==> config.mk <==
export PLATFORM = sky130hd
export DESIGN_NAME = pcm_divider
export DESIGN_NICKNAME = d
export VERILOG_FILES = /design/src/rtl/pcm_pkg.sv /design/src/rtl/pcm_divider.sv
export SDC_FILE = /design/constraint.sdc
export NUM_CORES = 1
export LEC_CHECK = 0
export BUFFER_PORTS_ARGS = -buffer_cell sky130_fd_sc_hd__buf_2
export CAP_MARGIN = 20
export CORE_MARGIN = 2
export CORE_UTILIZATION = 45
export CTS_CLUSTER_DIAMETER = 30
export DETAILED_ROUTE_END_ITERATION = 12
export PLACE_DENSITY_LB_ADDON = 0.08
export SLEW_MARGIN = 20
export SYNTH_ARGS = -nofsm -noshare
export SYNTH_HDL_FRONTEND = slang
export SYNTH_SLANG_ARGS = --single-unit
export TNS_END_PERCENT = 10
==> constraint.sdc <==
create_clock -name clk -period 13.1 [get_ports clk]
set_clock_uncertainty 0.2 [all_clocks]
set_input_delay 2.62 -clock clk [delete_from_list [all_inputs] [get_ports clk]]
set_output_delay 2.62 -clock clk [all_outputs]
set_load 0.02 [all_outputs]
==> src/rtl/pcm_pkg.sv <==
`timescale 1ns / 1ps

package pcm_pkg;

  localparam int MaxPixels = 4096;
  localparam int MaxPlanes = 16;
  localparam int PosW = 12;
  localparam int SizeW = 13;
  localparam int PlaneW = 4;
  localparam int DistW = 18;
  localparam int SumW = 31;
  localparam int CountW = 13;
  localparam int ScaleW = 32;
  localparam int DividendW = CountW + 31;

  localparam logic [SumW-1:0] SumLimit = {SumW{1'b1}};
  localparam logic [31:0] ExpUnit = 32'd4294901760;

  localparam logic CmdLoad = 1'b0;
  localparam logic CmdEmit = 1'b1;

  localparam logic CfgFramePixels = 1'b0;
  localparam logic CfgOutputPlanes = 1'b1;

  // One emit request as it travels from the front part to the back part.
  typedef struct packed {
    logic                error;
    logic                valid;
    logic [DistW-1:0]    distance;
    logic [ScaleW-1:0]   scale;
    logic [PlaneW-1:0]   plane;
    logic [PosW-1:0]     pixel;
    logic                last;
  } pcm_job_t;

  typedef struct packed {
    logic               start;
    logic [DividendW-1:0] dividend;
    logic [SumW-1:0]    divisor;
  } pcm_div_req_t;

  typedef struct packed {
    logic              busy;
    logic              done;
    logic [ScaleW-1:0] quotient;
  } pcm_div_rsp_t;

endpackage

==> src/rtl/pcm_divider.sv <==
`timescale 1ns / 1ps

module pcm_divider import pcm_pkg::*; (
  input  logic         clk,
  input  logic         rst,
  input  pcm_div_req_t req,
  output pcm_div_rsp_t rsp
);

  logic [DividendW-1:0] quot;
  logic [SumW:0]        rem;
  logic [SumW-1:0]      divisor;
  logic [5:0]           count;
  logic                 busy;
  logic                 done;
  logic [SumW+1:0]      shifted;
  logic [SumW+1:0]      diff;

  // Restoring division, one quotient bit per cycle.
  assign shifted = {rem, quot[DividendW-1]};
  assign diff = shifted - {2'b00, divisor};

  always_ff @(posedge clk) begin
    if (rst) begin
      busy <= 1'b0;
      done <= 1'b0;
      count <= '0;
    end else begin
      done <= 1'b0;
      if (req.start) begin
        busy <= 1'b1;
        quot <= req.dividend;
        divisor <= req.divisor;
        rem <= '0;
        count <= 6'(DividendW);
      end else if (busy) begin
        if (!diff[SumW+1]) begin
          rem <= diff[SumW:0];
          quot <= {quot[DividendW-2:0], 1'b1};
        end else begin
          rem <= shifted[SumW:0];
          quot <= {quot[DividendW-2:0], 1'b0};
        end
        count <= count - 6'd1;
        if (count == 6'd1) begin
          busy <= 1'b0;
          done <= 1'b1;
        end
      end
    end
  end

  assign rsp.busy = busy;
  assign rsp.done = done;
  assign rsp.quotient = (quot[DividendW-1:ScaleW] != '0) ? {ScaleW{1'b1}} : quot[ScaleW-1:0];

endmodule

# After elaboration in Yosys (flattened, before gate mapping)
# Index checks and enable logic that the tools add are counted.
# Widths: inputs -> output; s select.
dict set report op_classes {
  addsub 2
  n_eq_ne 1
  muxes 12
  bitwise 2
  n_reduce_logical 6
}
# operator n
set ops {}
lappend ops {{$mux 32} 3}
lappend ops {{$mux 44} 2}
lappend ops {{$sub 33x31->33} 1}
lappend ops {{$mux 6} 2}
lappend ops {{$reduce_bool 12->1} 1}
lappend ops {{$eq 6x1->1 const B} 1}
lappend ops {{$sub 6x1->6 const B} 1}
lappend ops {{$mux 1} 5}
lappend ops {{$reduce_and 2->1} 2}
lappend ops {{$reduce_or 3->1} 1}
lappend ops {{$not 1->1} 2}
lappend ops {{$reduce_bool 2->1} 1}
lappend ops {{$reduce_or 2->1} 1}
dict set report totals {
  regBits 115
  out_inout_bits 34
  elab_cells 30
}

# Logic depth before layout (Yosys ltp)
dict set report logic_depth {
  ltp_word 4
  depth_mapped 13
  depth_no_buf 12
}

# Worst setup path after synthesis
# No wires, ideal clock.
dict set report synth_path {
  path_type {in2reg}
  from {in req[75] (netlist bit)}
  to {reg quot[0], enable pin}
  arrival_ns 6.373
  required_time_ns 12.389
  slack_ns 6.016
  path_stages 4
  n_path_buf 2
  cell_sequence {clkbuf_1 > clkbuf_1 > nor2_1 > nor2_1}
}
dict set report synth_via {
  elab_chain_len 2
}
# element line
set synth_rtl {}
lappend synth_rtl {{start, declared} pcm_divider.sv:6} ;# input pcm_div_req_t req,
lappend synth_rtl {{$reduce_bool 2->1 (no line)} -}
lappend synth_rtl {{$reduce_and 2->1 (no line)} -}
lappend synth_rtl {{end signal, assigned} pcm_divider.sv:32} ;# quot <= req.dividend;
lappend synth_rtl {{end signal, assigned} pcm_divider.sv:39} ;# quot <= {quot[DividendW-2:0], 1'b1};
lappend synth_rtl {{end signal, assigned} pcm_divider.sv:42} ;# quot <= {quot[DividendW-2:0], 1'b0};
lappend synth_rtl {{end, declared} pcm_divider.sv:10} ;# logic [DividendW-1:0] quot;
# No other way between the ends.
# A chain may end at the register's enable or synchronous reset.

==> flow_summary_export.csv <==
group,metric,value,unit
yosys,synth-seq-cells,115,
yosys,synth_area_per_cell,11.1,µm²
status,status,"completed",
global_routing,grt-ovfl-total,0,
worst_setup_path,arrival,2.54,ns
timing,hold_ws,0.305,ns
route,routed_via_density,5.31,
worst_setup_path,critical_path_class,"reg2out",
route,vias,4770,
place,io_buffers,111,
layout,final_layout_size_suffix_gt1_frac,0.317,
yosys,async_flop_share,0,
global_routing,antenna_found_initial,4,
power_and_ir_drop,ir_worst_vdd,0.114,mV
clock_tree,clock_latency,0.41,ns
floorplanning,num_rows,44,
yosys,synth_area_leaders,"edfxtp_1 (49%), mux2_2 (7.4%), ha_1 (6.3%)",
clock_tree,cts.path.max_buffers,2,
floorplanning,dieArea,15600,µm²
yosys,seq_area_frac_synth,0.513,
yosys,yosysWarnings,0,
layout,fin_nets,813,
yosys,synth_common_cells,"edfxtp_1 (107), nor2_1 (47), a21oi_1 (43), mux2_2 (43), inv_1 (41)",
worst_setup_path,worstPathMaxFanout,32,
route,finalWirelength,13.7,mm
timing,drv_slew,0,
timing,finalWorstPathRequiredPeriod,5.36,ns
global_routing,grt_max_degree,80,
timing,tightest_slew,0.989,ns
yosys,syn-instance-count,592,
floorplanning,initial_utilization,0.456,
clock_tree,cts_resized,0,
worst_setup_path,cp-start-kind,"flop",
floorplanning,pin_count,112,
clock_tree,holdBufCountCts,0,
clock_tree,htree_num_levels,4,
floorplanning,die_h,125,µm
worst_hold_path,hold_path.class,"reg2reg",
route,avgRoutedWirePerCell,15.3,µm
timing,report.final.hold_viol_count,0,
route,dr.pass1.iters,4,
clock_tree,cts-root-buf,"clkbuf_16",
worst_setup_path,critPathRequiredTime,10.28,ns
yosys,synth.distinct_cells,55,
route,drc,0,
yosys,syn_nets,704,
timing,rsz0062_at_grt,"no",
clock_tree,cts_sinks,115,
global_routing,grt_pass1_wl,22.9,mm
power_and_ir_drop,p_leak,0.00316,µW
clock_tree,post_cts_buffers,0,
global_routing,grt_use_total,0.180,
clock_tree,path_clk_slew,0.05,ns
timing,finalSetupViolCount,0,
yosys,synth_area,6580,µm²
place,gp_congestion,0.869,
run,max_cap_viol_count,0,
timing,max_clock_freq,0.187,GHz
worst_setup_path,endpoint_kind,"primary output",
timing,max-slew-margin-rel,0.341,
floorplanning,fp.dieW,125,µm
layout,area_growth,19.6,%
yosys,synth_edf_count,107,
yosys,synth_most_common_cell,"edfxtp_1",
clock_tree,cts_tree,"yes",
power_and_ir_drop,power_density,143,nW/µm²
timing,min_period_over_period,0.409,
floorplanning,core,14400,µm²
route,drtIter0Drc,265,
route,antenna_left,0,
global_routing,first_global_vias,4880,
place,hpwl,9.34,mm
yosys,synth_top_area_share,0.488,
yosys,synth_top_cell_by_area,"edfxtp_1",
yosys,synth_ff_type,"edfxtp_1",
timing,setup_tns,0,ns
clock_tree,cts_inserted_buffers,17,
## area by class of cell
class	instances	area, µm²
Timing Repair Buffer	115	586
Fill cell	1289	6560
Sequential cell	115	3370
Inverter	41	154
Tap cell	184	230
Clock inverter	15	141
Multi-Input combinational cell	411	2960
Clock buffer	17	425
Antenna cell	1	2.50
## worst paths after layout
path                            cells after the start      from  slack, ns  endpoint
worst max register to register                     11    rem[4]       8.99   rem[21]
worst max-delay path                                4  quot[43]       7.74    rsp[0]
worst min-delay path                                2  count[1]       0.31  count[1]
worst min register to register                      2  count[1]       0.31  count[1]
## kinds of logic (layout without fill, tap and decap cells)
family,after synthesis,after routing,synth area share
AOI/OAI and AO/OA,118,118,0.114
xor gates and xnor gates,28,28,0.0373
adders and majority gates,34,34,0.0658
buffers and inverters,66,188,0.0399
DFF,115,115,0.513
muxes,58,58,0.0964
other,0,1,0
and+or+nand+nor,173,173,0.134
## routing by layer
layer,track usage,part of all wire,vias to the layer above
li1,-,-,2391
met2,0.279,0.44,131
met4,0.0706,0.019,6
met3,0.0631,0.070,27
met5,0,0.0028,-
met1,0.234,0.47,2215
## layout by cell type, fill, tap and decap left out, types with 8 or more instances in the layout
| cell type | n |
|---|---|
| o21ai_0 | 14 |
| ha_1 | 33 |
| nor2_1 | 44 |
| nand2_1 | 38 |
| xor2_1 | 8 |
| a21o_1 | 10 |
| xnor2_1 | 20 |
| a211oi_1 | 10 |
| buf_2 | 111 |
| mux2i_1 | 15 |
| nand3_1 | 8 |
| o21a_1 | 9 |
| or2_2 | 34 |
| clkbuf_16 | 17 |
| dfxtp_1 | 8 |
| edfxtp_1 | 107 |
| a21oi_1 | 43 |
| inv_1 | 41 |
| mux2_2 | 43 |
## power by group
group | switching, µW | leakage, µW | internal [µW]
clock | 167 | 0.000264 | 277
combinational | 127 | 0.00181 | 100
sequential | 14.4 | 0.00109 | 441
## through the flow
step / area, µm² / power [µW] / instances / setup slack (ns) / utilization
after global placement: 7300 / 686 / 866 / 7.55 / 0.506
after CTS: 7870 / 1140 / 898 / 7.65 / 0.545
after floorplan: 6580 / 636 / 592 / 6.02 / -
after global routing: 7870 / 1180 / 898 / 7.46 / 0.545
final: 7870 / 1130 / 899 / 7.74 / 0.546
after detailed placement: 7300 / 688 / 866 / 7.44 / 0.506
## flip-flops by register name, summed over array words and instances, names as in the netlist
| register | count |
|---|---|
| busy | 1 |
| count | 6 |
| divisor | 31 |
| done | 1 |
| quot | 44 |
| rem | 32 |
## worst max-delay path, cell delays in order, from the launching register on
cell and delay [ns]:
edfxtp_1 0.41, nor4_1 0.31, nand3_1 0.67, or2_2 0.57, buf_2 0.17
Power figures use the tool's default switching activity.
