### src/rtl/pcm_pkg.sv
`timescale 1ns / 1ps

package pcm_pkg;

  localparam int MaxPixels = 4096;
  localparam int MaxPlanes = 16;
  localparam int PosW = 12;
  localparam int SizeW = 13;
  localparam int PlaneW = 4;
  localparam int DistW = 18;
  localparam int SumW = 31;
  localparam int CountW = 13;
  localparam int ScaleW = 32;
  localparam int DividendW = CountW + 31;

  localparam logic [SumW-1:0] SumLimit = {SumW{1'b1}};
  localparam logic [31:0] ExpUnit = 32'd4294901760;

  localparam logic CmdLoad = 1'b0;
  localparam logic CmdEmit = 1'b1;

  localparam logic CfgFramePixels = 1'b0;
  localparam logic CfgOutputPlanes = 1'b1;

  // One emit request as it travels from the front part to the back part.
  typedef struct packed {
    logic                error;
    logic                valid;
    logic [DistW-1:0]    distance;
    logic [ScaleW-1:0]   scale;
    logic [PlaneW-1:0]   plane;
    logic [PosW-1:0]     pixel;
    logic                last;
  } pcm_job_t;

  typedef struct packed {
    logic               start;
    logic [DividendW-1:0] dividend;
    logic [SumW-1:0]    divisor;
  } pcm_div_req_t;

  typedef struct packed {
    logic              busy;
    logic              done;
    logic [ScaleW-1:0] quotient;
  } pcm_div_rsp_t;

endpackage

### src/rtl/pcm_back.sv
`timescale 1ns / 1ps

module pcm_back import pcm_pkg::*; (
  input  logic             clk,
  input  logic             rst,
  input  logic             empty,
  input  pcm_job_t         head,
  output logic             pop,
  output logic             result_valid,
  output logic [15:0]      confidence,
  output logic [PlaneW-1:0] plane_number,
  output logic [PosW-1:0]  pixel_number,
  output logic             last_of_image,
  output logic             request_error
);

  localparam logic [2:0] SIdle = 3'd0;
  localparam logic [2:0] SXMul = 3'd1;
  localparam logic [2:0] SXChk = 3'd2;
  localparam logic [2:0] SAMul = 3'd3;
  localparam logic [2:0] SAUpd = 3'd4;
  localparam logic [2:0] SEMul = 3'd5;
  localparam logic [2:0] SEUpd = 3'd6;
  localparam logic [2:0] SDone = 3'd7;

  logic [2:0]  state;
  pcm_job_t    job;
  logic [31:0] op_a;
  logic [31:0] op_b;
  logic [63:0] prod;
  logic [63:0] prod_rnd;
  logic [19:0] xbits;
  logic [4:0]  bit_idx;
  logic [31:0] acc;
  logic        acc_one;
  logic [31:0] e;
  logic [32:0] acc_rnd;

  assign prod_rnd = prod + 64'h8000_0000;
  assign acc_rnd = {1'b0, acc} + 33'h8000;
  assign pop = (state == SIdle) && !empty;

  always_ff @(posedge clk) begin
    prod <= 64'(op_a) * 64'(op_b);
  end

  always_ff @(posedge clk) begin
    if (rst) begin
      state <= SIdle;
      result_valid <= 1'b0;
    end else begin
      result_valid <= 1'b0;
      case (state)
        SIdle: begin
          if (!empty) begin
            job <= head;
            op_a <= 32'(head.distance);
            op_b <= head.scale;
            state <= head.error ? SDone : SXMul;
          end
        end
        SXMul: state <= SXChk;
        SXChk: begin
          acc_one <= 1'b1;
          e <= ExpUnit;
          bit_idx <= '0;
          xbits <= prod[35:16];
          if (!job.valid || prod[49:36] != '0) begin
            acc_one <= 1'b0;
            acc <= '0;
            state <= SDone;
          end else begin
            op_a <= acc;
            op_b <= ExpUnit;
            state <= SAMul;
          end
        end
        SAMul: state <= SAUpd;
        SAUpd: begin
          if (xbits[bit_idx]) begin
            acc <= acc_one ? e : prod_rnd[63:32];
            acc_one <= 1'b0;
          end
          op_a <= e;
          op_b <= e;
          state <= SEMul;
        end
        SEMul: state <= SEUpd;
        SEUpd: begin
          e <= prod_rnd[63:32];
          op_a <= acc;
          op_b <= prod_rnd[63:32];
          if (bit_idx == 5'd19) begin
            state <= SDone;
          end else begin
            bit_idx <= bit_idx + 5'd1;
            state <= SAMul;
          end
        end
        SDone: begin
          result_valid <= 1'b1;
          request_error <= job.error;
          plane_number <= job.plane;
          pixel_number <= job.pixel;
          last_of_image <= job.last;
          if (job.error) begin
            confidence <= '0;
          end else if (acc_one || acc_rnd[32]) begin
            confidence <= 16'hFFFF;
          end else begin
            confidence <= acc_rnd[31:16];
          end
          state <= SIdle;
        end
        default: state <= SIdle;
      endcase
    end
  end

endmodule

### config.mk
export PLATFORM = sky130hd
export DESIGN_NAME = pcm_back
export DESIGN_NICKNAME = d
export VERILOG_FILES = /design/src/rtl/pcm_pkg.sv /design/src/rtl/pcm_back.sv
export SDC_FILE = /design/constraint.sdc
export NUM_CORES = 2
export LEC_CHECK = 0
export ABC_AREA = 1
export BUFFER_PORTS_ARGS = -buffer_cell sky130_fd_sc_hd__buf_2
export CORE_MARGIN = 4
export CORE_UTILIZATION = 65
export DETAILED_ROUTE_END_ITERATION = 7
export HOLD_SLACK_MARGIN = 0.03
export PLACE_DENSITY = 0.82
export SKIP_LAST_GASP = 1
export SLEW_MARGIN = 15
export SYNTH_ARGS = -nofsm -noshare
export SYNTH_HDL_FRONTEND = slang
export SYNTH_SLANG_ARGS = --single-unit
### constraint.sdc
create_clock -name clk -period 9 [get_ports clk]
set_input_delay 0.45 -clock clk [delete_from_list [all_inputs] [get_ports clk]]
set_output_delay 0.45 -clock clk [all_outputs]
set_load 0.1 [all_outputs]
# ---- Word level (Yosys, flattened, before mapping)
# Cells that the tools add are included.
dict set report word_totals {
  ff_bits 275
  latchBits 0
  elab_cells 83
  n_memories 0
  in_bits 72
  mem_bits_ro 0
  mem_bits_rw 0
}
dict set report op_classes {
  n_reduce_logical 18
  n_eq_ne 13
  shifts 0
  n_mux 25
  add_sub_neg 3
  n_div 0
  order_cmp 1
  n_mul 1
  n_bitwise 2
}
# op count
set ops {}
lappend ops {{case mux 32 bit (4 select lines)} 2}
lappend ops {{two-way mux 32 bit} 7}
lappend ops {{case mux 32 bit (2 select lines)} 2}
lappend ops {{adder 64 x 32 -> 64 bit (second input constant)} 1}
lappend ops {{multiplier 32 x 32 -> 64 bit} 1}
lappend ops {{adder 32 x 16 -> 33 bit (second input constant)} 1}
lappend ops {{case mux 3 bit (8 select lines)} 1}
lappend ops {{two-way mux 16 bit} 1}
lappend ops {{nonzero test 14 bit} 1}
lappend ops {{equality test 3 bit (second input constant)} 4}
lappend ops {{two-way mux 3 bit} 4}
lappend ops {{inequality test 2 bit (second input constant)} 5}
lappend ops {{case mux 5 bit (2 select lines)} 1}
lappend ops {{AND reduction 3 bit} 3}
lappend ops {{AND reduction 4 bit} 2}
lappend ops {{equality test 3 x 2 -> 1 bit (second input constant)} 2}
lappend ops {{less-than comparator 5 x 6 -> 1 bit (second input constant)} 1}
lappend ops {{AND reduction 2 bit} 3}
lappend ops {{adder 5 x 1 -> 5 bit (second input constant)} 1}
lappend ops {{binary-select mux 1 bit (select 5 bit)} 1}
lappend ops {{equality test 5 bit (second input constant)} 1}
lappend ops {{two-way mux 5 bit} 1}
lappend ops {{two-way mux 1 bit} 4}
lappend ops {{nonzero test 2 bit} 2}
lappend ops {{other kinds (8)} 11}

# ---- Longest topological paths before layout
dict set report depth {
  depth_word 4
  depth_mapped 32
  ltp_nobuf 31
}

# ---- Worst setup path before layout
# No wires, ideal clock.
dict set report synth_timing {
  path_type {register to register}
  start {register op_b[2]}
  end {register prod[58]}
  t_arrival_ns 6.162
  n_path_buf 1
  required_ns 8.888
  path_stages_with_launch 30
  slack_ns 2.725
  synth_period_minus_slack_ns 6.275
  setup_time_ns 0.112
  cell_sequence {edfxtp_1 clkbuf_1 nand2_1 inv_1 fa_1 inv_1 fa_1 fa_1 fa_1 inv_1 fa_1 inv_1 fa_1 inv_1 fa_1 inv_1 fa_1 inv_1 ha_1 nand2_1 nor2_1 inv_1 nor2_1 inv_1 nor3_1 nand2_1 nand2_1 nand2_1 nand3_1 nand2_1}
}
dict set report synth_between {
  elab_chain_len 1
}
# item line_no
set synth_rtl {}
lappend synth_rtl {{start, declared} pcm_back.sv:29} ;# logic [31:0] op_b;
lappend synth_rtl {{start signal, assigned} pcm_back.sv:58} ;# op_b <= head.scale;
lappend synth_rtl {{start signal, assigned} pcm_back.sv:74} ;# op_b <= ExpUnit;
lappend synth_rtl {{start signal, assigned} pcm_back.sv:92} ;# op_b <= prod_rnd[63:32];
lappend synth_rtl {{multiplier 32 x 32 -> 64 bit} pcm_back.sv:44} ;# prod <= 64'(op_a) * 64'(op_b);
lappend synth_rtl {{end signal, assigned} pcm_back.sv:44}
lappend synth_rtl {{end, declared} pcm_back.sv:30} ;# logic [63:0] prod;
# No other way between the ends.
# A chain may end at the register's enable or synchronous reset.

# ---- Final worst setup path
dict set report layout_timing {
  start {register op_a[15]}
  end {register prod[23]}
}
dict set report layout_between {
  elab_chain_len 1
}
# item line_no
set layout_rtl {}
lappend layout_rtl {{start, declared} pcm_back.sv:28} ;# logic [31:0] op_a;
lappend layout_rtl {{start signal, assigned} pcm_back.sv:57} ;# op_a <= 32'(head.distance);
lappend layout_rtl {{multiplier 32 x 32 -> 64 bit} pcm_back.sv:44}
# No other way between the ends.

==> metrics.csv <==
stage;metric;value;unit
synth;Commonest cells post-synth;inv_1 (1,726), nand2_1 (1,572), fa_1 (895);
synth;Netlist cell types;44;
routing;Starting DRT DRC Count;3277;
critical_path;Worst Path Required;9.39;ns
worst_hold_path;Min-Delay Path Class;input pin to flip-flop;
clocking;H-Tree Depth;1;
global_routing;initial antenna violation count;0;
sta;fmax;126;MHz
synth;mux share of post-synthesis cell area;0;
synth;post-synth top area cell;fa_1;
sta;Slew Limit Fails;0;
critical_path;crit path kind;flip-flop to flip-flop;
clocking;insertion delay to the later sink of the worst-skew pair;0.57;ns
die;Starting Density;0.655;
layout;P&R area growth vs syn;5.86;%
clocking;Root Buffer;clkbuf_16;
synth;top cell type's share of synthesized area;0.391;
critical_path;Setup crit start kind;flip-flop;
clocking;Hold Buf Count CTS;0;
routing;ANT nets after route;0;
critical_path;Critical Path End Type;flip-flop;
clocking;Clock Path Buffers;3;
global_routing;largest net degree at the start of global routing;52;
routing;DRT Pass-1 Iters;8;
outcome;run status;finished clean;
sta;final hold violations;0;
critical_path;Top cell by count, worst path;fa_1;
routing;DRC Markers;0;
layout;Post-layout nets;6975;
synth;main combinational cell family by area after synthesis;adder cells;
sta;fin crit period;7.93;ns
sta;Tcrit/Tclk final;0.881;
die;die area;74800;um2
critical_path;WP buf/inv;8;
synth;post-synthesis simple-gate area fraction;0.176;
placed_design;global placement routability congestion;1.03;
global_routing;first-pass GRT wire length;208000;um
clocking;Inserted Clock Buffers;29;
synth;XOR/XNOR share of the synthesized area;0.0134;
global_routing;vias in the first global route;39200;
synth;syn nets;6957;
placed_design;dpl hpwl;107000;um
placed_design;Placed Cells incl. Taps;6650;
synth;Synth warnings;0;
critical_path;Crit path largest cell delay;1.22;ns
clocking;Post-CTS Setup Inserts;0;
critical_path;CP max stage cell;edfxtp_1;
synth;most common cell in the netlist;inv_1;
layout;Post-Layout Cell Count;6704;
flow_run;max cap viols;0;
critical_path;family with the most delay on the worst path;adder cells;
sta;setup TNS;0;ns
die;I/O pin total;108;
routing;wire per inst;19.2;um
synth;Post-synth EDFFs;207;
synth;ys async rst share;0;
routing;routed via count;36600;
global_routing;total track usage;0.357;
layout;ANT cells;0;
synth;Mapped Area;45800;um2
sta;Slew HR;0.129;
critical_path;critical path arrival;8.32;ns
sta;RSZ-0062 raised after global routing;false;
clocking;Worst-path clk slew;0.06;ns
routing;final wirelength;129000;um
critical_path;worst-path maximum fanout;16;
routing;DR vias/cell;5.46;
sta;Max Clock Skew;0.0244;ns
sta;Slew @ Worst Pin;1.31;ns
die;Core Box Area;70000;um2
global_routing;GRT overflow;0;
synth;post-synthesis adder-cell area fraction;0.464;
clocking;# clock sinks;259;
synth;Compound-Gate Fraction of Synth Area;0.0282;
clocking;CTS tree;done;
die;Die Y;274;um
die;die width;274;um
layout;share of cells above drive strength 1;0.0500;
clocking;post_cts resized;0;
synth;Seq/Total Area, Yosys;0.158;
sta;final setup vio count;0;
synth;synth top area cells;fa_1 (39%), inv_1 (14%), edfxtp_1 (14%);
synth;Avg Inst Size Synth;8.01;um2
die;row count;97;
synth;Post-Synthesis Cells;5723;
placed_design;IO Port Bufs;107;
synth;Synth Flop Type;edfxtp_1;
synth;Yosys reg bits;259;
-- cell families after synthesis --
group | after synthesis
simple gates | 2036
buf+inv | 1954
fa+ha+maj | 1162
flops | 259
compound gates | 242
xor+xnor | 70
-- worst reg2reg max path: cells and delay by family, from the launching register on --
| kind | cells | cell delay [ns] |
|---|---|---|
| AO/OA/AOI/OAI | 2 | 0.41 |
| XOR/XNOR | 1 | 0.47 |
| adder cells (fa/ha/maj) | 9 | 4.26 |
| buffers and inverters | 8 | 0.80 |
| flip-flops | 1 | 1.22 |
| AND/OR/NAND/NOR | 5 | 0.60 |
-- cell type report --
class                   instances  area (um2)
fillers                      5492       21500
clock inverters                17         210
inverters                    1731        6500
multi-input cells            3510       31300
flip-flops and latches        259        7260
well taps                     940        1180
clock buffers                  37         766
repair buffers                210        1350
-- flip-flops by register name, summed over array words and instances, names as in the netlist, 12 cells and up --
signal and flops:
acc 32, confidence 16, e 32, job 19, op_a 32, op_b 32
pixel_number 12, prod 48, xbits 20
-- layout by cell type (no fill, tap or decap), drive strengths merged, types with 6 or more instances in the layout --
cell type	n
ha	267
xor2	61
nor3	37
buf	210
clkbuf	37
inv	1731
fa	895
a21oi	96
o21ai	111
clkinv	12
nand4	30
nor4	9
nand2	1577
xnor2	9
edfxtp	207
nor2	263
o211ai	9
o21bai	10
nand3	110
dfxtp	52
nand3b	6
-- stage by stage --
stage	utilization	area, um2	hold WS [ns]	setup slack, ns
floorplan	-	45800	0.386	2.73
global placement	0.679	47600	0.386	1.39
finish	0.693	48500	0.0584	1.07
CTS	0.693	48500	0.0486	1.33
global route	0.693	48500	0.0492	0.978
detailed placement	0.679	47600	0.391	1.39
-- final timing paths --
path | start | endpoint | slack, ns | depth (start not counted)
max | op_a[15] | prod[23] | 1.07 | 25
max reg2reg | op_a[15] | prod[23] | 1.07 | 25
min | head[14] | job[14] | 0.06 | 1
min reg2reg | prod[19] | xbits[3] | 0.40 | 0
-- metal layers --
metal  GRT usage  wire (um)  vias up  share of wire
met5           0          0        -              0
met4       0.119       4880        0          0.038
met3      0.0693      14500      308           0.11
met2       0.576      60000     2054           0.47
met1       0.491      49600    18000           0.38
li1            -          -    16300              -
Power is not shown: default switching activity piles up to over one toggle a cycle in this logic, so the estimate is an artifact.
