**config.mk**
```make
export PLATFORM = sky130hd
export DESIGN_NAME = pcm_queue
export DESIGN_NICKNAME = d
export VERILOG_FILES = /design/src/rtl/pcm_pkg.sv /design/src/rtl/pcm_queue.sv
export SDC_FILE = /design/constraint.sdc
export NUM_CORES = 1
export LEC_CHECK = 0
export ABC_AREA = 1
export BUFFER_PORTS_ARGS = -buffer_cell sky130_fd_sc_hd__buf_2
export CORE_MARGIN = 10
export CORE_UTILIZATION = 45
export CTS_CLUSTER_DIAMETER = 120
export DETAILED_ROUTE_END_ITERATION = 12
export PLACE_DENSITY = 0.67
export SYNTH_ARGS = -nofsm -noshare
export SYNTH_HDL_FRONTEND = slang
export SYNTH_SLANG_ARGS = --single-unit
```
**constraint.sdc**
```tcl
create_clock -name clk -period 5.5 [get_ports clk]
set_input_delay 0.825 -clock clk [delete_from_list [all_inputs] [get_ports clk]]
set_output_delay 0.825 -clock clk [all_outputs]
set_load 0.1 [all_outputs]
```
**src/rtl/pcm_pkg.sv**
```systemverilog
`timescale 1ns / 1ps

package pcm_pkg;

  localparam int MaxPixels = 4096;
  localparam int MaxPlanes = 16;
  localparam int PosW = 12;
  localparam int SizeW = 13;
  localparam int PlaneW = 4;
  localparam int DistW = 18;
  localparam int SumW = 31;
  localparam int CountW = 13;
  localparam int ScaleW = 32;
  localparam int DividendW = CountW + 31;

  localparam logic [SumW-1:0] SumLimit = {SumW{1'b1}};
  localparam logic [31:0] ExpUnit = 32'd4294901760;

  localparam logic CmdLoad = 1'b0;
  localparam logic CmdEmit = 1'b1;

  localparam logic CfgFramePixels = 1'b0;
  localparam logic CfgOutputPlanes = 1'b1;

  // One emit request as it travels from the front part to the back part.
  typedef struct packed {
    logic                error;
    logic                valid;
    logic [DistW-1:0]    distance;
    logic [ScaleW-1:0]   scale;
    logic [PlaneW-1:0]   plane;
    logic [PosW-1:0]     pixel;
    logic                last;
  } pcm_job_t;

  typedef struct packed {
    logic               start;
    logic [DividendW-1:0] dividend;
    logic [SumW-1:0]    divisor;
  } pcm_div_req_t;

  typedef struct packed {
    logic              busy;
    logic              done;
    logic [ScaleW-1:0] quotient;
  } pcm_div_rsp_t;

endpackage

```
**src/rtl/pcm_queue.sv**
```systemverilog
`timescale 1ns / 1ps

module pcm_queue import pcm_pkg::*; (
  input  logic     clk,
  input  logic     rst,
  input  logic     push,
  input  pcm_job_t push_job,
  input  logic     pop,
  output pcm_job_t head,
  output logic     empty,
  output logic [1:0] count
);

  pcm_job_t slots [2];
  logic     wr_ptr;
  logic     rd_ptr;

  always_ff @(posedge clk) begin
    if (push) begin
      slots[wr_ptr] <= push_job;
    end
  end

  always_ff @(posedge clk) begin
    if (rst) begin
      wr_ptr <= 1'b0;
      rd_ptr <= 1'b0;
      count <= '0;
    end else begin
      if (push) wr_ptr <= !wr_ptr;
      if (pop) rd_ptr <= !rd_ptr;
      count <= count + 2'(push) - 2'(pop);
    end
  end

  assign head = slots[rd_ptr];
  assign empty = (count == 2'd0);

endmodule

```
# Yosys cells after proc, flatten, opt, wreduce, memory -nomap -nowiden
# Memory sizes are Yosys's and may differ from the RTL's. A register that Yosys moved wholly into a read port is not among the register bits.
# Cells that the tools add are included.
[totals]
reg_bits = 4
ramBits = 138
memories = 1
output_inout_bits = 72
[memory_table]
columns = ["memory", "words", "word_bits", "rd", "rd_clocked_by_memory_dff", "wr", "line_no", "source"]
rows = [
  ["slots", 2, 69, 1, 1, 1, "pcm_queue.sv:14", "pcm_job_t slots [2];"],
]
[classes]
add_sub_neg = 2
reduce_logical = 3
mux = 4
[ops]
columns = ["op", "count"]
rows = [
  ["1-bit 2-to-1 mux", 4],
  ["2-bit by 1-bit adder with 2-bit output", 1],
  ["1-bit logical NOT", 2],
  ["2-bit logical NOT", 1],
  ["2-bit by 1-bit subtractor with 2-bit output", 1],
]

# Longest topological paths before layout
# Gate-level depths: netlist (run 1).
[depth]
word_depth = 3
mapped_depth = 9
depth_no_buf = 9

# Worst setup path after synthesis (run 1)
# No wires, ideal clock.
[synth_path]
path_kind = "input to register"
startpoint = "input push"
endpoint = "memory slots[0][0] (netlist name), enable pin"
required_ps = 5002
setup_time_ps = 498
n_path_buf = 0
t_arrival_ps = 3758
path_slack_ps = 1244
stages = 2
cell_sequence = "inv_1 > nor2_1"
[synth_via]
elab_chain_len = 2
[synth_rtl]
columns = ["item", "line_no", "source"]
rows = [
  ["from (decl)", "pcm_queue.sv:6", "input logic push,"],
  ["1-bit 2-to-1 mux", "pcm_queue.sv:19", "if (push) begin"],
  ["1-bit 2-to-1 mux (implied by the code)", "pcm_queue.sv:20", "slots[wr_ptr] <= push_job;"],
  ["to (decl)", "pcm_queue.sv:14", ""],
]
# No other way between the ends.

==> flow_summary.toml, run 1 <==
[run_status]
status = "completed"

[layout]
seq_area_um2 = 4250
final_nets = 477
areaGrowthSynthToFinish_pct = 27.3
post_route_cells_drive_above_1_share_pct = 59.7
layout.core_utilization_pct = 58.4
multi_input_comb_area_um2 = 912
final_antenna_diode_count = 0
nFillCells = 877

[clocking]
tritoncts.num_buffers = 17
ctsRootBufferMaster = "sky130_fd_sc_hd__clkbuf_16"
postCtsResizedCells = 0
clock-sinks = 143
clock_tree.buffer_depth = 2
postCtsSetupRepairBufs = 0
cts.clk_slew.worst_paths_ns = 0.05
clkLatencyLatePin_ns = 0.40
tritoncts = "built"
cts.htree.levels = 4
cts_hold_buffers = 0

[global_route]
grt_max_degree = 70
grt_usage_pct = 12.1
grt-ovfl-total = 0
grt_pass1_vias = 2969
antenna_found_initial = 0
grt_first_pass_wirelength_mm = 15.2

[timing]
clock_skew_ns = 0.00740
finalHoldViolCount = 0
hold_ws_ns = 0.518
grt_setup_unrepaired = "no"
post-route-period-util_pct = 54.6
fin_setup_tns_ns = 0
relSlewSlack_pct = 34.7
fmax_ghz = 0.333
setup-violations-final = 0
finalMaxSlewViolations = 0
timing.final.ws_setup_ns = 2.50
worst-slew-pin-transition_ns = 0.977
timing.final.crit_period_ns = 3.00

[drt]
wl_per_cell_um = 17.9
drt_wl_total_mm = 9.98
postRouteAntennaNets = 0
drc = 0
via_count = 2697
first_pass_iters = 4
initial_drt_markers = 176
vias_per_cell = 4.84

[floorplan]
dieWidth_um = 128
initial_utilization_pct = 45.9
boundaryPins = 145
core_area_um2 = 11400
die_area_um2 = 16400
placementRows = 39
die_height_um = 128

[place]
numPortBuffers = 144
pre_cts_slack_ns = 2.74
dp_hpwl_mm = 6.82
finalWeightedCongestion = 0.700

[power]
power.density_cell_area_nw_per_um2 = 449
power.ir.vdd_worst_mv = 0.275
power.leakage_nw = 2.57
design_power_total_mw = 3.00

[critical_path]
critPathCapture = "head[7]"
reg2reg_slack_ns = 3.42
cp_top_family = "flip-flops"
cpMaxStageDelayCell = "sky130_fd_sc_hd__dfxtp_4"
r2r-start = "wr_ptr$_SDFFE_PP0P_"
crit_path_end_kind = "primary output"
critical_path.cell_chain = "mux2_2 -> buf_2"
worst-path-stages = 2
timing.critical_path.fanout_max = 69
max_stage_delay_ns = 0.97
crit-reg2reg-capture = "slots[0][55]$_DFFE_PP_"
cp.arrival_ns = 2.18
worstPathBufferInverterCount = 1
criticalPathCategory = "reg -> out"
worst_r2r_path_depth = 2
worst_setup_path_start_kind = "flop"
cp.required_ns = 4.68

[synthesis]
netlist_cell_types = 15
synthesis.instances = 245
syn-cell-area_um2 = 5240
synth_seq_area_share_pct = 81.0
yosysWarningCount = 0
synth_fp_nets = 320
number_of_flip_flops_and_latches_in_the_synthesized_netlist = 143
post_synth.cell_area_avg_um2 = 21.4

[min_path]
min-delay-path-class = "reg -> reg"

[job]
max_cap_viol_count = 0
==> through the flow <==
stage,cell area [µm²],std cells
6_report,6670,557
3_5_place_dp,6100,526
2_1_floorplan,5240,245
3_3_place_gp,6100,526
5_1_grt,6670,557
4_1_cts,6670,557
==> area by class of cell <==
| cell class | count | area share (%) |
|---|---|---|
| clock buffer | 17 | 6.38 |
| clock inverter | 14 | 2.12 |
| inverter | 8 | 0.450 |
| multi-input combinational | 86 | 13.7 |
| sequential | 143 | 63.7 |
| tap | 143 | 2.68 |
| timing repair buffer | 146 | 11.0 |
==> where the power goes <==
part           switching (mW)  total [mW]  internal [mW]
Combinational           0.499       0.619          0.119
Sequential             0.0346        1.30           1.26
Clock                   0.419        1.08          0.664
==> worst register-to-register path, cell delays in order (launching register included) <==
cell	delay [ns]
sky130_fd_sc_hd__dfxtp_1	0.34
sky130_fd_sc_hd__nor2_4	0.77
sky130_fd_sc_hd__buf_4	0.59
==> flip-flops by register name, indices dropped and copies added (netlist names), named ones only <==
name	flops
wr_ptr	1
slots	138
rd_ptr	1
count	2
==> kinds of logic (layout without fill, tap and decap cells) <==
kind of cell / after synthesis / after routing / synth area share, %
xor gates and xnor gates: 1 / 1 / 0.167
adders and majority gates: 2 / 2 / 0.477
AOI/OAI and AO/OA: 1 / 1 / 0.0954
and+or+nand+nor: 13 / 13 / 0.979
buffers and inverters: 16 / 185 / 1.77
DFF: 143 / 143 / 81.0
muxes: 69 / 69 / 15.5
==> layout by cell type, fill, tap and decap left out <==
| master | instances |
|---|---|
| sky130_fd_sc_hd__clkinvlp_4 | 2 |
| sky130_fd_sc_hd__inv_2 | 1 |
| sky130_fd_sc_hd__xnor2_1 | 1 |
| sky130_fd_sc_hd__nand2_1 | 4 |
| sky130_fd_sc_hd__mux2_4 | 10 |
| sky130_fd_sc_hd__clkbuf_16 | 17 |
| sky130_fd_sc_hd__mux2_2 | 59 |
| sky130_fd_sc_hd__nand3_1 | 1 |
| sky130_fd_sc_hd__clkinv_1 | 2 |
| sky130_fd_sc_hd__nor2_4 | 1 |
| sky130_fd_sc_hd__buf_2 | 144 |
| sky130_fd_sc_hd__nor2_1 | 6 |
| sky130_fd_sc_hd__clkinv_4 | 2 |
| sky130_fd_sc_hd__inv_6 | 3 |
| sky130_fd_sc_hd__buf_4 | 2 |
| sky130_fd_sc_hd__dfxtp_4 | 1 |
| sky130_fd_sc_hd__ha_1 | 2 |
| sky130_fd_sc_hd__bufinv_16 | 2 |
| sky130_fd_sc_hd__nor3_1 | 1 |
| sky130_fd_sc_hd__inv_1 | 7 |
| sky130_fd_sc_hd__edfxtp_1 | 138 |
| sky130_fd_sc_hd__clkinv_2 | 3 |
| sky130_fd_sc_hd__dfxtp_1 | 4 |
| sky130_fd_sc_hd__a21oi_1 | 1 |
==> worst min path at each step <==
stage,start,to,slack (ns),cells past startpoint
final,rd_ptr$_SDFFE_PP0P_,rd_ptr$_SDFFE_PP0P_,0.52,2
after global routing,rd_ptr$_SDFFE_PP0P_,rd_ptr$_SDFFE_PP0P_,0.56,2
after CTS,rd_ptr$_SDFFE_PP0P_,rd_ptr$_SDFFE_PP0P_,0.52,2
after detailed placement,rd_ptr$_SDFFE_PP0P_,flop,0.50,2
after global placement,rd_ptr$_SDFFE_PP0P_,flop,0.49,2
after floorplan,rd_ptr$_SDFFE_PP0P_,flop,0.48,2
==> cell usage after synthesis (all sizes together) <==
cell	instances	area share, %
edfxtp	138	79
a21oi	1	0.095
dfxtp	5	1.9
xnor2	1	0.17
buf	8	1.2
inv	8	0.57
nand2	4	0.29
nor2	7	0.50
ha	2	0.48
nor3	1	0.095
mux2	69	16
nand3	1	0.095
==> metal layers <==
layer	wire [µm]	share of wire (%)	global-route usage [%]	vias up
li1	-	-	-	1269
met1	4010	40	13.7	1315
met2	5100	51	19.8	107
met3	799	8.0	5.58	6
met4	62	0.62	4.37	0
met5	0	0	0	-
Note: power is estimated with default switching activity, not from simulation.
==> inputs of run 2 (changes only) <==
- ABC_AREA: 1 -> 0
- clock period: 5.5 -> 3.1 ns (I/O delays scaled with it)
==> flow_summary.toml, run 2 <==
[synthesis]
syn-cell-area_um2 = 5230
synth.most_common_cell = "sky130_fd_sc_hd__edfxtp_1"
synth-edff-count = 138
number_of_flip_flops_and_latches_in_the_synthesized_netlist = 143
netlist_top_cells_area = "sky130_fd_sc_hd__edfxtp_1 (79%), sky130_fd_sc_hd__mux2_2 (13%), sky130_fd_sc_hd__mux2_4 (2.9%)"
synth.top_cells.by_count = "sky130_fd_sc_hd__edfxtp_1 (138), sky130_fd_sc_hd__mux2_2 (59), sky130_fd_sc_hd__mux2_4 (10)"
synth_seq_area_share_pct = 81.1
synthDominantAreaCellType = "sky130_fd_sc_hd__edfxtp_1"
netlist_cell_types = 14
fraction_of_synthesized_cell_area_taken_by_the_top_area_cell_type_pct = 79.2
post_synth.cell_area_avg_um2 = 22.3
synthFlopType = "sky130_fd_sc_hd__edfxtp_1"
synthesis.instances = 235
yosysWarningCount = 0
synth_fp_nets = 310
synthArstFlopShare_pct = 0

[layout]
layout.cells.most_common_list = "sky130_fd_sc_hd__buf_2 (144), sky130_fd_sc_hd__edfxtp_1 (138), sky130_fd_sc_hd__mux2_2 (59)"
max_flop_register = "slots"
areaGrowthSynthToFinish_pct = 28.4
final_nets = 468
largest_register_ffs = 138
largestRegisters = "slots (138), count (2)"
mostFrequentLayoutCell = "sky130_fd_sc_hd__buf_2"
post_route_cells_drive_above_1_share_pct = 61.1

[drt]
postRouteAntennaNets = 0
drt_wl_total_mm = 10.1
vias_per_cell = 4.78
wl_met1_mm = 3.96
first_pass_iters = 4
drc = 0
wl_per_cell_um = 18.4
top_sig_layer = "met4"
initial_drt_markers = 120
via_count = 2622
routed-wl-met3_um = 875
wire_length_on_met2_mm = 5.16

[timing]
clock_skew_ns = 0.00940
finalMaxSlewViolations = 0
worst-slew-pin-transition_ns = 0.962
timing.final.ws_setup_ns = 0.549
post-route-period-util_pct = 82.3
finalHoldViolCount = 0
relSlewSlack_pct = 35.8
grt_setup_unrepaired = "no"
fmax_ghz = 0.392
fin_setup_tns_ns = 0
hold_ws_ns = 0.245
setup-violations-final = 0
timing.final.crit_period_ns = 2.55

[critical_path]
cpMaxStageDelayCell = "sky130_fd_sc_hd__dfxtp_4"
worst_setup_path_start_kind = "flop"
cp.required_ns = 2.63
cp.arrival_ns = 2.09
r2r-start = "wr_ptr$_SDFFE_PP0P_"
worst_r2r_path_depth = 1
reg2reg_slack_ns = 1.45
crit_path_end_kind = "primary output"
max_stage_delay_ns = 0.67
criticalPathCategory = "reg -> out"
crit-reg2reg-capture = "slots[1][8]$_DFFE_PP_"
timing.critical_path.fanout_max = 35
critical_path.cell_chain = "buf_12 -> mux2_2 -> buf_2"

[clocking]
clkLatencyLatePin_ns = 0.41
clock-sinks = 143
postCtsResizedCells = 0
cts.clk_slew.worst_paths_ns = 0.06
tritoncts.num_buffers = 17
cts.htree.levels = 4
cts_hold_buffers = 0
ctsRootBufferMaster = "sky130_fd_sc_hd__clkbuf_16"
tritoncts = "built"
clock_tree.buffer_depth = 2
postCtsSetupRepairBufs = 0

[place]
numPortBuffers = 144
pre_cts_slack_ns = 0.938
finalWeightedCongestion = 0.693
dp_hpwl_mm = 6.87

[min_path]
min_delay_worst_endpoint = "slots[0][46]$_DFFE_PP_"
worst_hold_startpoint = "push_job[46]"
min-delay-path-class = "in -> reg"
worst_hold_path.num_cells = 1

[global_route]
antenna_found_initial = 1
grt-ovfl-total = 0
grt_pass1_vias = 2939
grt_usage_pct = 12.2
grt_max_degree = 70
grt_first_pass_wirelength_mm = 15.1

[floorplan]
boundaryPins = 145
die_area_um2 = 16300
placementRows = 39
initial_utilization_pct = 45.8
core_area_um2 = 11400
die_height_um = 128
dieWidth_um = 128

[power]
power.density_cell_area_nw_per_um2 = 828
power.leakage_nw = 2.57
power.ir.vdd_worst_mv = 0.432

[job]
max_cap_viol_count = 0

[run_status]
status = "completed"
[run 2: cell types whose count changed after synthesis, sizes merged]
cell	previous run	this run
nand3	1	0
nor2	7	5
xnor2	1	2
nor2b	0	2
and2	0	1
nor3	1	0
nand2	4	0
xnor3	0	1
inv	8	2
a21oi	1	0
[run 2: routing by layer]
metal	GRT usage (%)	vias to the layer above
li1	-	1245
met1	12.7	1280
met2	20.2	91
met3	6.66	6
met4	4.77	0
met5	0	-
[run 2: cell type report]
class / instances / area [µm²]
clock buffer: 18 / 429
sequential: 143 / 4250
clock inverter: 12 / 170
multi-input combinational: 82 / 927
antenna: 1 / 2.50
fill: 897 / 4700
inverter: 2 / 7.51
timing repair buffer: 147 / 756
tap: 143 / 179
[run 2: through the flow]
step | std cells | cell area [µm²] | power [mW] | utilization (%)
2_1_floorplan | 235 | 5230 | 3.37 | -
3_3_place_gp | 517 | 6120 | 3.57 | 53.6
3_5_place_dp | 517 | 6120 | 3.59 | 53.6
4_1_cts | 547 | 6720 | 5.64 | 58.8
5_1_grt | 547 | 6720 | 5.75 | 58.8
6_report | 548 | 6720 | 5.56 | 58.8
[run 2: where the power goes]
group / switching (mW) / leakage [nW] / internal (mW)
registers: 0.0493 / 1.34 / 2.26
clock network: 0.701 / 0.285 / 1.33
logic: 0.987 / 0.945 / 0.237
total: 1.74 / 2.57 / 3.82
[run 2: cells by family after synthesis]
group         after synthesis  synth area share, %
flops                     143                 81.1
xor+xnor                    3                0.765
mux                        69                 15.6
simple gates                8                0.718
fa+ha+maj                   2                0.478
buf+inv                    10                 1.34
[run 2: worst max path at each step]
| stage | endpoint | slack, ns | cells past startpoint |
|---|---|---|---|
| after floorplan | slots[0][0]$_DFFE_PP_ | 0.39 | 1 |
| after global placement | head[2] | 0.95 | 3 |
| after detailed placement | head[2] | 0.94 | 3 |
| after CTS | head[2] | 0.50 | 3 |
| after global routing | head[2] | 0.46 | 3 |
| final | head[2] | 0.55 | 3 |
[run 2: critical path, delay by kind of cell (launching register included)]
family	cells	cell delay, ns
flip-flops	1	0.67
buffers and inverters	2	0.60
multiplexers	1	0.39
==> inputs of run 3 (changes only) <==
- ABC_AREA: 0 -> 1
- PLACE_DENSITY: 0.67 -> 0.7
- clock period: 3.1 -> 2.15 ns (I/O delays scaled with it)
==> flow_summary.toml, run 3 (synthesis gave the netlist of run 1 again) <==
[power]
share_clk_of_total_power_pct = 35.3
share_of_power_burned_in_combinational_logic_pct = 25.8
power.leakage_nw = 2.99
power.switching_mw = 2.49
sw_ratio_pct = 29.7
power.ir.vdd_worst_mv = 0.638
power.internal_mw = 5.91
design_power_total_mw = 8.39
share_seq_of_total_power_pct = 38.9
power.density_cell_area_nw_per_um2 = 1070

[global_route]
grt_first_pass_wirelength_mm = 16.4
grt_usage_pct = 13.2
grt_pass1_vias = 3118
grt_max_degree = 50
grt-ovfl-total = 0
antenna_found_initial = 1

[floorplan]
placementRows = 39
dieWidth_um = 128
core_area_um2 = 11400
boundaryPins = 145
die_area_um2 = 16400
die_height_um = 128
initial_utilization_pct = 45.9

[job]
max_cap_viol_count = 0

[critical_path]
worst_setup_path_start_kind = "flop"
critical_path.cell_chain = "buf_12 -> mux2_2 -> buf_12"
worstPathBufferInverterCount = 2
path_common_cell = "sky130_fd_sc_hd__buf_12"
cp.required_ns = 1.83
cp_top_family = "multiplexers"
cp.arrival_ns = 1.59
timing.critical_path.fanout_max = 32
cpMaxStageDelayCell = "sky130_fd_sc_hd__mux2_2"
max_stage_delay_ns = 0.40
crit_path_end_kind = "primary output"
criticalPathCategory = "reg -> out"

[clocking]
cts.htree.levels = 4
cts.clk_slew.worst_paths_ns = 0.06
cts_hold_buffers = 0
clock_tree.buffer_depth = 2
ctsRootBufferMaster = "sky130_fd_sc_hd__clkbuf_16"
tritoncts = "built"
tritoncts.num_buffers = 17
clock-sinks = 143
postCtsResizedCells = 0
clkLatencyLatePin_ns = 0.40
postCtsSetupRepairBufs = 0

[timing]
finalMaxSlewViolations = 0
fmax_ghz = 0.524
clock_skew_ns = 0.00685
setup-violations-final = 0
finalHoldViolCount = 0
fin_setup_tns_ns = 0
timing.final.ws_setup_ns = 0.241
timing.final.crit_period_ns = 1.91
post-route-period-util_pct = 88.8
worst-slew-pin-transition_ns = 0.501
relSlewSlack_pct = 66.5
grt_setup_unrepaired = "no"

[layout]
largestRegisters = "slots (138), count (2)"
seq_area_um2 = 4250
multi_input_comb_area_um2 = 915
post_route_cells_drive_above_1_share_pct = 60.0
layout.cells.most_common_list = "sky130_fd_sc_hd__edfxtp_1 (138), sky130_fd_sc_hd__buf_2 (75), sky130_fd_sc_hd__buf_12 (74)"
final_nets = 481
max_flop_register = "slots"
nFillCells = 770
mostFrequentLayoutCell = "sky130_fd_sc_hd__edfxtp_1"
areaGrowthSynthToFinish_pct = 49.6
layout.cells.non_filler = 561
largest_register_ffs = 138
final_antenna_diode_count = 0

[drt]
first_pass_iters = 5
drc = 0
vias_per_cell = 4.88
wl_per_cell_um = 18.7
initial_drt_markers = 113
drt_wl_total_mm = 10.5
via_count = 2735
postRouteAntennaNets = 0

[place]
numPortBuffers = 144
dp.cells = 530
pre_cts_slack_ns = 0.474
dp_hpwl_mm = 7.49
finalWeightedCongestion = 0.677

[min_path]
min-delay-path-class = "in -> reg"

[run_status]
status = "completed"
run 3: cell count changes in the layout (fill, tap and decap cells not counted), sizes merged, moves of 2 or more:
cell    delta
buf        +3
inv        +5
nor2       +2
nand2      +4
nor2b      -2
clkbuf     +2
run 3: power by group through the flow:
stage                     Combinational, mW  Sequential, mW  Clock (mW)
after global placement                 2.17            3.32           0
after global routing                   2.24            3.28        3.16
after floorplan                        1.35            3.36           0
after detailed placement               2.19            3.33           0
after CTS                              2.19            3.27        3.02
final                                  2.17            3.27        2.96
run 3: final cells by class:
class | count | share of cell area, %
flip-flops and latches | 143 | 54.2
repair buffers | 150 | 23.8
clock buffers | 20 | 5.57
inverters | 8 | 0.431
well taps | 143 | 2.28
clock inverters | 11 | 2.12
multi-input cells | 86 | 11.7
run 3: worst register-to-register path, delay by kind of cell (launching register included):
| family | cells | cell delay, ns |
|---|---|---|
| buf+inv | 2 | 0.79 |
| simple gates | 1 | 0.11 |
| flops | 1 | 0.34 |
run 3: path summary, 6_finish.rpt:
path / cells after the start / slack, ns / startpoint / end
worst min register to register: 2 / 0.51 / rd_ptr$_SDFFE_PP0P_ / rd_ptr$_SDFFE_PP0P_
worst max register to register: 3 / 0.62 / wr_ptr$_SDFFE_PP0P_ / slots[1][52]$_DFFE_PP_
worst min-delay path: 1 / 0.1 / push_job[57] / slots[1][57]$_DFFE_PP_
worst max-delay path: 3 / 0.24 / flop / head[50]
run 3: stage by stage:
stage,hold slack [ns],instance area (µm²),utilization (%)
after global placement,0.498,7240,63.4
after CTS,0.0797,7840,68.7
after floorplan,0.394,5260,-
final,0.0991,7840,68.7
after global routing,0.0836,7840,68.7
after detailed placement,0.503,7240,63.4
run 3: routing by layer:
metal / wire length [µm] / GRT usage [%] / vias up / share of wire [%]
li1: - / - / 1278 / -
met1: 3840 / 13.8 / 1340 / 37
met2: 5510 / 21.8 / 105 / 53
met3: 993 / 7.20 / 10 / 9.5
met4: 108 / 5.03 / 2 / 1.0
met5: 20 / 0 / - / 0.19
